===== src/rtl/c3f_pkg.sv =====
`default_nettype none

package c3f_pkg;

    localparam int PIX_W       = 8;
    localparam int COEF_W      = 16;
    localparam int NCHAN       = 3;
    localparam int TAPS        = 9;
    localparam int KROWS       = 3;
    localparam int KCOLS       = 3;
    // one product stage, then one stage per tap
    localparam int LANE_STAGES = TAPS + 1;
    localparam int ROW_W       = 12;
    localparam int COL_W       = 11;
    localparam int FW_W        = 12;
    localparam int FH_W        = 13;
    localparam int CFG_IDX_W   = 3;
    localparam int CFG_DATA_W  = 48;

    localparam int DEF_MAX_WIDTH      = 2048;
    localparam int DEF_MAX_HEIGHT     = 4096;
    localparam int DEF_COEF_FRAC_BITS = 12;

    localparam logic [FW_W-1:0]       RST_FRAME_WIDTH  = 12'd640;
    localparam logic [FH_W-1:0]       RST_FRAME_HEIGHT = 13'd480;
    localparam logic [CFG_DATA_W-1:0] RST_COEF_OUTER   = 48'h0100_0200_0100;
    localparam logic [CFG_DATA_W-1:0] RST_COEF_MID     = 48'h0200_0400_0200;

    typedef enum logic [CFG_IDX_W-1:0] {
        CFG_COLOR_MODE,
        CFG_FRAME_WIDTH,
        CFG_FRAME_HEIGHT,
        CFG_COEF_TOP,
        CFG_COEF_MID,
        CFG_COEF_BOTTOM
    } cfg_idx_t;

    typedef struct packed {
        logic [PIX_W-1:0] pix_chan0;
        logic [PIX_W-1:0] pix_chan1;
        logic [PIX_W-1:0] pix_chan2;
    } pix_in_t;

    typedef struct packed {
        logic [PIX_W-1:0] res_chan0;
        logic [PIX_W-1:0] res_chan1;
        logic [PIX_W-1:0] res_chan2;
        logic [ROW_W-1:0] center_row;
        logic [COL_W-1:0] center_col;
        logic             frame_done;
    } res_t;

    typedef struct packed {
        logic [ROW_W-1:0] center_row;
        logic [COL_W-1:0] center_col;
        logic             frame_done;
    } meta_t;

    typedef struct packed {
        logic [LANE_STAGES-1:0] load;
    } lane_ctl_t;

endpackage

`default_nettype wire


===== src/rtl/c3f_lane.sv =====
`default_nettype none

module c3f_lane #(
    parameter int COEF_FRAC_BITS = c3f_pkg::DEF_COEF_FRAC_BITS
) (
    input  wire logic                                                clk,
    input  wire c3f_pkg::lane_ctl_t                                  ctl,
    input  wire logic [c3f_pkg::TAPS-1:0][c3f_pkg::PIX_W-1:0]        pix,
    input  wire logic [c3f_pkg::TAPS-1:0][c3f_pkg::COEF_W-1:0]       taps,
    output logic      [c3f_pkg::PIX_W-1:0]                           res
);

    import c3f_pkg::*;

    // product of an unsigned pixel and a signed tap
    localparam int PW = PIX_W + COEF_W + 1;
    // nine products, scaled down by the fraction bits, plus sign headroom
    localparam int SW = PW + 5 - COEF_FRAC_BITS;
    localparam int TW = SW + COEF_FRAC_BITS + 1;

    typedef logic signed [PW-1:0] prod_t;
    typedef logic signed [SW-1:0] acc_t;

    prod_t prod_next [TAPS];
    prod_t q_reg     [LANE_STAGES][TAPS];
    acc_t  sum_reg   [LANE_STAGES];
    acc_t  sum_step  [LANE_STAGES];

    // add one tap at full scale, then truncate toward zero
    function automatic acc_t tap_step(input acc_t s, input prod_t p);
        logic signed [TW-1:0] t;
        logic signed [TW-1:0] q;
        t = (TW'(s) <<< COEF_FRAC_BITS) + TW'(p);
        q = t >>> COEF_FRAC_BITS;
        if (t[TW-1] && (t[COEF_FRAC_BITS-1:0] != '0))
            q = q + TW'(1);
        return SW'(q);
    endfunction

    always_comb
    begin
        for (int j = 0; j < TAPS; j++)
            prod_next[j] = PW'($signed({1'b0, pix[j]})) * PW'($signed(taps[j]));
    end

    always_comb
    begin
        sum_step[0] = '0;
        for (int k = 1; k < LANE_STAGES; k++)
            sum_step[k] = tap_step(sum_reg[k-1], q_reg[k-1][0]);
    end

    // products queue up behind the running sum; each stage consumes the head
    always_ff @(posedge clk)
    begin
        if (ctl.load[0])
        begin
            for (int j = 0; j < TAPS; j++)
                q_reg[0][j] <= prod_next[j];
            sum_reg[0] <= sum_step[0];
        end
        for (int k = 1; k < LANE_STAGES; k++)
        begin
            if (ctl.load[k])
            begin
                for (int j = 0; j < TAPS - 1; j++)
                    q_reg[k][j] <= q_reg[k-1][j+1];
                q_reg[k][TAPS-1] <= '0;
                sum_reg[k]       <= sum_step[k];
            end
        end
    end

    assign res = sum_reg[LANE_STAGES-1][PIX_W-1:0];

endmodule

`default_nettype wire


===== config.mk =====
export PLATFORM = sky130hd
export DESIGN_NAME = c3f_lane
export DESIGN_NICKNAME = d
export VERILOG_FILES = /design/src/rtl/c3f_pkg.sv /design/src/rtl/c3f_lane.sv
export SDC_FILE = /design/constraint.sdc
export NUM_CORES = 2
export LEC_CHECK = 0
export ABC_CLOCK_PERIOD_IN_PS = 4700
export BUFFER_PORTS_ARGS = -buffer_cell sky130_fd_sc_hd__buf_2
export CAP_MARGIN = 20
export CORE_MARGIN = 5
export CORE_UTILIZATION = 31
export CTS_CLUSTER_SIZE = 20
export DETAILED_ROUTE_END_ITERATION = 7
export SLEW_MARGIN = 25
export SYNTH_ARGS = -nofsm -noshare
export SYNTH_HDL_FRONTEND = slang
export SYNTH_SLANG_ARGS = --single-unit
export TNS_END_PERCENT = 10

===== constraint.sdc =====
create_clock -name clk -period 4.7 [get_ports clk]
set_input_delay 0.235 -clock clk [delete_from_list [all_inputs] [get_ports clk]]
set_output_delay 0.235 -clock clk [all_outputs]
set_load 0.01 [all_outputs]

Word level (Yosys, flattened, before mapping)
Memories as Yosys holds them, arrays and structs flattened.
Cells that the tools add are included.
Cells by class
  $add $sub $neg: 18
  multiply operators: 9
  multiplexer cells: 29
  reductions and logical operators: 18
Operator list (number)
  $add 30x25->31: 9
  $mul 9x16->25: 9
  $add 18x2->18 const B: 9
  $mux 18: 9
  $reduce_bool 12->1: 9
  $mux 1: 20
  $logic_and 1x1->1: 9
Word-level totals
  bits in registers: 0
  RAM bits: 2430
  output and inout bits: 8
  word-level logic and storage cells: 76
  memories kept: 2
Memories
  q_reg: words 10, bits a word 225, rd ports 9, clocked after Yosys merged registers in 0, write ports 10, line c3f_lane.sv:25  | prod_t q_reg [LANE_STAGES][TAPS];
  sum_reg: words 10, bits a word 18, rd ports 10, clocked after Yosys merged registers in 0, write ports 10, line c3f_lane.sv:26  | acc_t sum_reg [LANE_STAGES];

Depth between registers and ports, before layout
An unclocked memory read counts as a cell.
  depth in word-level cells: 5
  depth in mapped cells: 22
  mapped depth without buffers: 21

Worst setup path before layout
Ideal clock, no wire load.
  kind: input to register
  start point: input pix[8] (netlist name)
  end point: memory q_reg[0][199] (netlist name), data pin
  library setup time: 259 ps
  arrival time: 4846 ps
  slack: -405 ps
  stages: 19
  buffers on the path: 1
  path through: clkbuf_1 > nand2_1 > fa_1 > inv_1 > fa_1 > inv_1 > fa_1 > fa_1 > inv_1 > ha_1 > a21oi_1 > o21ai_1 > o41ai_1 > o2111ai_1 > a21oi_1 > o21ai_1 > a211oi_1 > a21oi_1 > xnor2_1
RTL lines
  from (decl): line c3f_lane.sv:8  | input wire logic [c3f_pkg::TAPS-1:0][c3f_pkg::PIX_W-1:0] pix,
  to (decl): line c3f_lane.sv:25

==> impl_metrics.toml <==
[outcome]
status = "finished clean"

[synthesis]
syn-cell-area_um2 = 88100
ys_async_sr_fraction = 0
synthTopCellsByArea = "edfxtp_1 44%, fa_1 21%, ha_1 8.6%"
synth_top_area_share = 0.435
syn-instance-count = 7325
ys.flop_type = "edfxtp_1"
muxShareOfSynthArea = 0.00149
synth_top_family_by_area = "adder cells"
yosys_warnings = 0
synth-seq-area-share = 0.435
synth.most_common_cell = "inv_1"
yosys.area_share.simple = 0.107
synth_edf_count = 1277
synth_cell_type_count = 83
yosysTopAreaCell = "edfxtp_1"
synthXorXnorAreaFrac = 0.0448
synth_nets = 9081
synth_top_cells_by_count = "1404 x inv_1, 1277 x edfxtp_1, 926 x fa_1"
synth-compound-area-share = 0.0516
ys_ff_latch = 1277
syn_avg_cell_area_um2 = 12.0
yosys.area_share.adder = 0.296

[timing]
rsz0062_at_grt = "yes"
layout_worst_path_cycle_share = 0.969
finClkSkew_ns = 0.0649
finalCriticalPeriod_ns = 4.56
setup_tns_ns = 0
final-setup-viol-count = 0
hold_viol_final = 0
slew_headroom = 0.304
fin_hold_ws_ns = 0.0731
worst_pin_slew_ns = 1.04
drv_slew = 0
clock.fmax_ghz = 0.220

[critical_path]
path_class = "in2reg"
required_ns = 5.23
start_kind = "input port"
r2r_slack_ns = 0.63
end_kind = "flip-flop"
arrival_ns = 5.08
max_stage_delay_ns = 0.53
slowest_stage = "dlygate4sd3_1"
path_cells = "dlygate4sd3_1 > buf_2 > and2_1 > fa_1 > fa_1 > inv_1 > fa_1 > fa_1 > inv_1 > ha_1 > a21oi_1 > o21ai_0 > o21ai_1 > a21oi_1 > a41o_1 > o211a_1 > o21a_1 > o21a_1 > o211a_1 > xor2_1"
cpMostUsedCell = "fa_1"
crit_fanout = 5

[route]
totalWireLength_mm = 171
postRouteAntennaNets = 0
post_drt_wl_per_cell_um = 14.3
drc = 0
drt_iter0_drc = 2255
vias = 52900
viasPerCell = 4.40
drtPass1Iterations = 5

[global_route]
grt_max_degree = 105
met2_usage = 0.216
grt.met3_usage = 0.0180
grt_overflow = 0
grt_pass1_vias = 57400
use_met1 = 0.146
grt_pass1_wl_mm = 288
busiest_layer = "met2"
grt_use_total = 0.118
grt_antenna_before_repair = 9

[clock_network]
clk_latency_ns = 0.79
path_clk_slew_ns = 0.06
clock-sinks = 1277
cts_tree = "built"
cts_buffer_depth = 3
cts-root-buf = "clkbuf_16"
cts.htree.levels = 4
cts_inserted_buffers = 143

[floorplanning]
die-area_um2 = 295000
ios = 235
die_h_um = 543
dieWidth_um = 543
num_rows = 195
initial_core_util = 0.312
core_um2 = 283000

[power]
p_sw_frac = 0.374
switchingPower_w = 0.0232
vdd_ir_drop_max_mv = 0.367
p_clk_frac = 0.181
internal-power_w = 0.0389
p_per_area_nw_per_um2 = 603
p_total_w = 0.0622
leakage_nw = 45.3
combinationalPowerShare = 0.522
seq_power_share = 0.297

[cells_and_area]
largest_reg_flops = 1125
drive_above_1_share = 0.125
areaGrowthSynthToFinish_pct = 16.9
finish.utilization = 0.364
final_area_um2 = 103000
nNetsFinal = 9916

[placed_design]
routabilityCongestion = 0.849
port_buffers = 234
dp_hpwl_mm = 138
placed_area_um2 = 97800

[job]
cap_violations = 0

[worst_hold_path]
min_path_type = "in2reg"
final cells by class:
class	instances	area, µm²
Antenna cell	1	2.50
Clock buffer	165	3660
Clock inverter	96	1260
Fill cell	27300	180000
Inverter	1404	5270
Multi-Input combinational cell	4550	44300
Sequential cell	1277	38300
Tap cell	3743	4680
Timing Repair Buffer	784	5530
kinds of logic after synthesis:
group | after synthesis
AOI/OAI and AO/OA | 696
xor gates and xnor gates | 451
adders and majority gates | 1529
buffers and inverters | 1498
DFF | 1277
muxes | 12
and+or+nand+nor | 1862
power by group through the flow:
| stage | combinational, W | clock [W] | sequential, W |
|---|---|---|---|
| after floorplan | 0.0225 | 0 | 0.0181 |
| after global placement | 0.0319 | 0 | 0.0187 |
| after detailed placement | 0.0325 | 0 | 0.0188 |
| after CTS | 0.0328 | 0.0117 | 0.0186 |
| after global routing | 0.0368 | 0.0122 | 0.0187 |
| final | 0.0324 | 0.0113 | 0.0185 |
stage by stage:
step / instances / setup WS, ns
global placement: 11700 / -0.370
global route: 12000 / -0.0358
CTS: 12000 / 0.111
detailed placement: 11700 / -0.406
finish: 12000 / 0.145
floorplan: 7325 / -0.0968
timing repair:
action,CTS,global route
buffers inserted,0,1
endpoints found under the hold margin,153,0
endpoints found under the setup margin,0,10
gates resized for setup,0,15
hold buffers,29,0
final timing paths:
path / start / depth (start not counted) / endpoint
max: taps[129] / 20 / q_reg[0][23]
min reg2reg: q_reg[0][163] / 0 / q_reg[0][413]
min: taps[49] / 4 / q_reg[0][126]
max reg2reg: sum_reg[6][0] / 12 / sum_reg[7][10]
routing by layer:
layer / vias to the layer above / wire (µm)
li1: 25600 / -
met3: 209 / 5350
met2: 657 / 88700
met4: 4 / 3290
met5: - / 27
met1: 26400 / 74000
placed cells by master, fill, tap and decap left out, drive strengths merged, types with 123 or more instances in the layout:
master	n
inv	1415
ha	603
and2	640
clkbuf	166
nor2	167
edfxtp	1277
fa	926
xor2	123
xnor2	328
nand2	675
buf	754
a21oi	223
worst max-delay path, delay by kind of cell:
kind / cells / cell delay [ns]
fa+ha+maj: 5 / 2.13
compound gates: 9 / 1.63
buf+inv: 4 / 0.78
simple gates: 1 / 0.16
xor+xnor: 1 / 0.14
Power figures use the tool's default switching activity.
