[src/rtl/c3f_pkg.sv]
`default_nettype none

package c3f_pkg;

    localparam int PIX_W       = 8;
    localparam int COEF_W      = 16;
    localparam int NCHAN       = 3;
    localparam int TAPS        = 9;
    localparam int KROWS       = 3;
    localparam int KCOLS       = 3;
    // one product stage, then one stage per tap
    localparam int LANE_STAGES = TAPS + 1;
    localparam int ROW_W       = 12;
    localparam int COL_W       = 11;
    localparam int FW_W        = 12;
    localparam int FH_W        = 13;
    localparam int CFG_IDX_W   = 3;
    localparam int CFG_DATA_W  = 48;

    localparam int DEF_MAX_WIDTH      = 2048;
    localparam int DEF_MAX_HEIGHT     = 4096;
    localparam int DEF_COEF_FRAC_BITS = 12;

    localparam logic [FW_W-1:0]       RST_FRAME_WIDTH  = 12'd640;
    localparam logic [FH_W-1:0]       RST_FRAME_HEIGHT = 13'd480;
    localparam logic [CFG_DATA_W-1:0] RST_COEF_OUTER   = 48'h0100_0200_0100;
    localparam logic [CFG_DATA_W-1:0] RST_COEF_MID     = 48'h0200_0400_0200;

    typedef enum logic [CFG_IDX_W-1:0] {
        CFG_COLOR_MODE,
        CFG_FRAME_WIDTH,
        CFG_FRAME_HEIGHT,
        CFG_COEF_TOP,
        CFG_COEF_MID,
        CFG_COEF_BOTTOM
    } cfg_idx_t;

    typedef struct packed {
        logic [PIX_W-1:0] pix_chan0;
        logic [PIX_W-1:0] pix_chan1;
        logic [PIX_W-1:0] pix_chan2;
    } pix_in_t;

    typedef struct packed {
        logic [PIX_W-1:0] res_chan0;
        logic [PIX_W-1:0] res_chan1;
        logic [PIX_W-1:0] res_chan2;
        logic [ROW_W-1:0] center_row;
        logic [COL_W-1:0] center_col;
        logic             frame_done;
    } res_t;

    typedef struct packed {
        logic [ROW_W-1:0] center_row;
        logic [COL_W-1:0] center_col;
        logic             frame_done;
    } meta_t;

    typedef struct packed {
        logic [LANE_STAGES-1:0] load;
    } lane_ctl_t;

endpackage

`default_nettype wire

[src/rtl/c3f_merge.sv]
`default_nettype none

module c3f_merge (
    input  wire logic                                          clk,
    input  wire logic                                          rst_n,
    input  wire logic                                          color_mode,
    input  wire logic                                          win_valid,
    output logic                                               win_ready,
    input  wire c3f_pkg::meta_t                                win_meta,
    output c3f_pkg::lane_ctl_t                                 lane_ctl,
    input  wire logic [c3f_pkg::NCHAN-1:0][c3f_pkg::PIX_W-1:0] lane_res,
    output logic                                               result_valid,
    input  wire logic                                          result_stall,
    output c3f_pkg::res_t                                      result
);

    import c3f_pkg::*;

    localparam int LAST = LANE_STAGES - 1;

    logic [LANE_STAGES-1:0] s_valid_reg, s_valid_next;
    logic [LANE_STAGES-1:0] s_ready, s_move, load;
    meta_t                  meta_reg [LANE_STAGES];
    logic                   out_valid_reg;
    res_t                   out_reg;
    logic                   o_ready;
    logic                   nxt_ready;

    assign o_ready = !out_valid_reg || !result_stall;

    // a stage moves when the one after it is empty or moving
    always_comb
    begin
        nxt_ready = o_ready;
        for (int k = LAST; k >= 0; k--)
        begin
            s_move[k]  = s_valid_reg[k] && nxt_ready;
            s_ready[k] = !s_valid_reg[k] || nxt_ready;
            nxt_ready  = s_ready[k];
        end
    end

    always_comb
    begin
        load[0] = win_valid && s_ready[0];
        for (int k = 1; k < LANE_STAGES; k++)
            load[k] = s_move[k-1];
    end

    always_comb
    begin
        for (int k = 0; k < LANE_STAGES; k++)
        begin
            if (load[k])
                s_valid_next[k] = 1'b1;
            else if (s_move[k])
                s_valid_next[k] = 1'b0;
            else
                s_valid_next[k] = s_valid_reg[k];
        end
    end

    always_ff @(posedge clk or negedge rst_n)
    begin
        if (!rst_n)
        begin
            s_valid_reg   <= '0;
            out_valid_reg <= 1'b0;
        end
        else
        begin
            s_valid_reg <= s_valid_next;
            if (s_move[LAST])
                out_valid_reg <= 1'b1;
            else if (!result_stall)
                out_valid_reg <= 1'b0;
        end
    end

    always_ff @(posedge clk)
    begin
        if (load[0])
            meta_reg[0] <= win_meta;
        for (int k = 1; k < LANE_STAGES; k++)
        begin
            if (load[k])
                meta_reg[k] <= meta_reg[k-1];
        end
        // grey mode keeps channel 0 only
        if (s_move[LAST])
        begin
            out_reg.res_chan0  <= lane_res[0];
            out_reg.res_chan1  <= color_mode ? lane_res[1] : '0;
            out_reg.res_chan2  <= color_mode ? lane_res[2] : '0;
            out_reg.center_row <= meta_reg[LAST].center_row;
            out_reg.center_col <= meta_reg[LAST].center_col;
            out_reg.frame_done <= meta_reg[LAST].frame_done;
        end
    end

    assign win_ready     = s_ready[0];
    assign lane_ctl.load = load;
    assign result_valid  = out_valid_reg;
    assign result        = out_reg;

endmodule

`default_nettype wire

[config.mk]
export PLATFORM = sky130hd
export DESIGN_NAME = c3f_merge
export DESIGN_NICKNAME = d
export VERILOG_FILES = /design/src/rtl/c3f_pkg.sv /design/src/rtl/c3f_merge.sv
export SDC_FILE = /design/constraint.sdc
export NUM_CORES = 1
export LEC_CHECK = 0
export ABC_AREA = 1
export BUFFER_PORTS_ARGS = -buffer_cell sky130_fd_sc_hd__buf_2
export CORE_MARGIN = 3
export CORE_UTILIZATION = 50
export CTS_CLUSTER_SIZE = 28
export DETAILED_ROUTE_END_ITERATION = 12
export GPL_TIMING_DRIVEN = 0
export HOLD_SLACK_MARGIN = 0.06
export PLACE_DENSITY = 0.71
export SLEW_MARGIN = 10
export SYNTH_ARGS = -nofsm -noshare
export SYNTH_HDL_FRONTEND = slang
export SYNTH_SLANG_ARGS = --single-unit
[constraint.sdc]
create_clock -name clk -period 3.6 [get_ports clk]
set_input_delay 0.72 -clock clk [delete_from_list [all_inputs] [get_ports clk]]
set_output_delay 0.72 -clock clk [all_outputs]
set_load 0.005 [all_outputs]
Word level (Yosys, flattened, before mapping)
Memory sizes are Yosys's and may differ from the RTL's. A register that Yosys moved wholly into a read port is not among the register bits.
Cells that the tools add are included.

word-level totals
  bits in registers = 35
  bits in writable memories = 240
  input bits = 53
  output and inout bits = 60
  word-level logic and storage cells = 102
  memories = 1

cells by class
  equality and inequality tests = 1
  muxes and demuxes = 42
  reduce and logical (&&, ||, !) cells = 44

memories
  name      words  width  read ports  clocked after memory_dff  wr ports  RTL line         RTL
  meta_reg  10     24     10          1                         10        c3f_merge.sv:23  meta_t meta_reg [LANE_STAGES];

operators with widths
  operator                                       count
  two-way mux 1 bit                              42
  nonzero test 2 bit                             10
  logical NOT 1 bit                              12
  logical AND 1 bit                              11
  logical OR 1 bit                               11
  != test 2 x 1 -> 1 bit, second input constant  1

Depth between registers and ports, before layout
  depth after elaboration = 15
  gate-level depth with buffers = 10
  mapped depth without buffers = 9

Worst setup path after synthesis
Ideal clock, no wire load.

  kind = in2reg
  from = input port result_stall
  to = register, netlist name result[0]
  setup time = 0.469 ns
  arrival time = 3.088 ns
  data required time = 3.131 ns
  slack = 0.043 ns
  stages on the path = 1
  buffers on the path = 0
  cell sequence = a21oi_1

between the ends
  word-level cells in the longest chain between the ends = 3

RTL lines
  element             RTL line         RTL
  start: declaration  c3f_merge.sv:13  input wire logic result_stall,
  logical NOT 1 bit   -
  logical OR 1 bit    c3f_merge.sv:29  assign o_ready = !out_valid_reg || !result_stall;
  logical AND 1 bit   c3f_merge.sv:37  s_move[k] = s_valid_reg[k] && nxt_ready;

No other way between the ends.
A chain may end at the register's enable or synchronous reset.

Worst setup path after layout
  from = register out_valid_reg (netlist: result_valid)
  to = output port lane_ctl[1] (netlist bit)

between the ends
  word-level cells in the longest chain between the ends = 12

RTL lines
  element                        RTL line         RTL
  start: declaration             c3f_merge.sv:24  logic out_valid_reg;
  start signal: assignment       c3f_merge.sv:68  out_valid_reg <= 1'b0;
  start signal: assignment       c3f_merge.sv:74  out_valid_reg <= 1'b1;
  start signal: assignment       c3f_merge.sv:76  out_valid_reg <= 1'b0;
  logical NOT 1 bit              c3f_merge.sv:29
  logical OR 1 bit               c3f_merge.sv:29
  logical OR 1 bit (9 in a row)  c3f_merge.sv:38  s_ready[k] = !s_valid_reg[k] || nxt_ready;
  logical AND 1 bit              c3f_merge.sv:37
  end: declaration               c3f_merge.sv:10  output c3f_pkg::lane_ctl_t lane_ctl,

No other way between the ends.

==> metrics.cfg <==
[status]
status=complete, no violations

[timing]
finalMaxSlewViolations=0
fmax_mhz=315
tightestPinTransition_ns=0.906
finalSetupViolations=0
final.setup.tns_ns=0
layout_min_cycle_time_ns=3.18
maxSlewHeadroom=0.396
grt_setup_unrepaired=false
hold_viol_final=0
fin_skew_ns=0.00591
fin_crit_sh=0.883

[critical_path]
arrival_ns=2.46
setup.worst_path.end_class=primary output
cp.required_ns=2.88
path_class=reg2out
cp_max_fo=4
cp-start-kind=register

[cts]
clock-sinks=299
cts_buffer_depth=3
cts_root_buffer=clkbuf_16
cts_tree=yes
clkLatencyLatePin_ns=0.52
cts.clk_slew.worst_paths_ns=0.06
htree_num_levels=1
cts_buffers=28

[floorplan]
initial_core_util=0.516
die_w_um=143
coreArea_sq_um=18100
die_h_um=143
io-pin-count=113
rows=49
dieArea_sq_um=20400

[yosys]
syn-num-nets=446
synthAdderAreaFrac=0
synth.area.mux_share=0
netlist_area_sq_um=9360
syn_avg_cell_area_sq_um=23.8
synth_top_family_by_area=simple AND/OR/NAND/NOR gates
synth_compound_area_frac=0.00214
synth-seq-area-share=0.953
ys_warn_count=0
synth_cells=393
synth_cell_types=15
synth_seq_cells=299
synthSimpleGateAreaFrac=0.0238
synth_xor_area_frac=0

[routing]
ant_nets=0
wl_per_cell_um=13.2
first_pass_iters=4
drtIter0Drc=144
routed_via_density=4.47
drc=0
route.vias.total=3559
wl_um=10500

[global_route]
grt_usage=0.103
antenna_found_initial=0
grt_pass1_vias=3543
gr-total-overflow=0
grt_pass1_wl_um=16900
grt_max_degree=33

[cells_and_area]
largest_reg_flops=240
nets=598
final_layout_size_suffix_gt1_frac=0.323
final_common_cell=edfxtp_1
areaGrowthSynthToFinish_pct=20.4
layout_common_cells=288 x edfxtp_1, 111 x buf_2, 32 x nand2_1
antennaDiodeCount=0
final_core_util=0.621

[power]
ir_drop_mv=0.431
cellPowerDensity_nw_per_um2=792
power.leakage_nw=4.25
finalPower_mw=8.93

[place]
gp_congestion=0.732
dp_hpwl_um=6590
io_buffers=111

[hold_path]
hold_path_class=in2reg

[job]
maxCapViolations=0

## report_power, final
group | total, mW | leakage [nW] | switching [mW] | internal, mW
Sequential | 5.32 | 2.94 | 0.242 | 5.08
Clock | 2.81 | 0.433 | 1.13 | 1.68
Combinational | 0.793 | 0.877 | 0.523 | 0.270
Total | 8.93 | 4.25 | 1.89 | 7.03
## cell usage after synthesis
cell type  number  area share
nor2_1          6      0.0024
nand3_2         2      0.0021
nand2_1        32       0.013
nand4_1         2      0.0013
a21oi_1         2      0.0011
inv_1          32       0.013
nand4_2         1      0.0013
nor2_4          2      0.0024
edfxtp_1      288        0.92
nor2_2          1     0.00067
nand2_2         1     0.00067
dfrtp_1        11       0.029
buf_4           9      0.0072
clkbuf_1        2     0.00080
o21ai_0         2      0.0011
## area by class of cell
type	count	area, sq um
plain buffers	11	75.1
clock buffers	33	741
clock inverters	19	169
fillers	1234	6880
inverters	32	128
multi-input cells	51	268
flip-flops and latches	299	8920
well taps	229	287
repair buffers	120	672
repair inverters	2	10.0
## cells by family after synthesis
group / Yosys count
compound gates: 4
flops: 299
buf+inv: 43
simple gates: 47
## per-stage QoR
| stage | hold slack (ns) | setup WS [ns] | instances | cell area, sq um |
|---|---|---|---|---|
| 6_report | 0.375 | 0.422 | 796 | 11300 |
| 5_1_grt | 0.346 | 0.187 | 796 | 11300 |
| 4_1_cts | 0.352 | 0.0992 | 792 | 11200 |
| 3_5_place_dp | 0.405 | 0.337 | 739 | 10300 |
| 3_3_place_gp | 0.403 | -0.616 | 733 | 10200 |
| 2_1_floorplan | 0.400 | 0.0426 | 393 | 9360 |
## critical path, cell delays in order, from the launching register on
cell and delay [ns]:
dfrtp_1 0.43, nand3_2 0.16, nor2_4 0.17, nand4_1 0.15, nor2_1 0.22, nand4_1 0.19, nand2_1 0.23, clkinvlp_4 0.14
buf_4 0.14, buf_2 0.11
## path summary, 6_finish.rpt
path | from | to | slack, ns | depth (start not counted)
max | result_valid | lane_ctl[1] | 0.42 | 9
min | win_meta[22] | meta_reg[0][22] | 0.38 | 1
max reg2reg | result_valid | meta_reg[1][23] | 1.21 | 7
min reg2reg | meta_reg[7][19] | meta_reg[8][19] | 0.41 | 0
max in group asynchronous | rst_n | result_valid | 2.80 | 2
min in group asynchronous | rst_n | s_valid_reg[1] | 0.60 | 2
## metal layers
metal	GRT usage	up-vias	share of wire
li1	-	1772	-
met1	0.125	1636	0.41
met2	0.175	126	0.49
met3	0.0318	25	0.074
met4	0.0365	0	0.028
met5	0	-	0
## what timing repair did
| action | 4_1_cts | 5_1_grt |
|---|---|---|
| buffers inserted | 0 | 2 |
| hold endpoints to repair | 11 | 0 |
| resized for setup | 0 | 2 |
| endpoints found under the setup margin | 0 | 2 |
| hold buffers | 1 | 0 |
No activity file was read; power rests on OpenSTA's default activity.
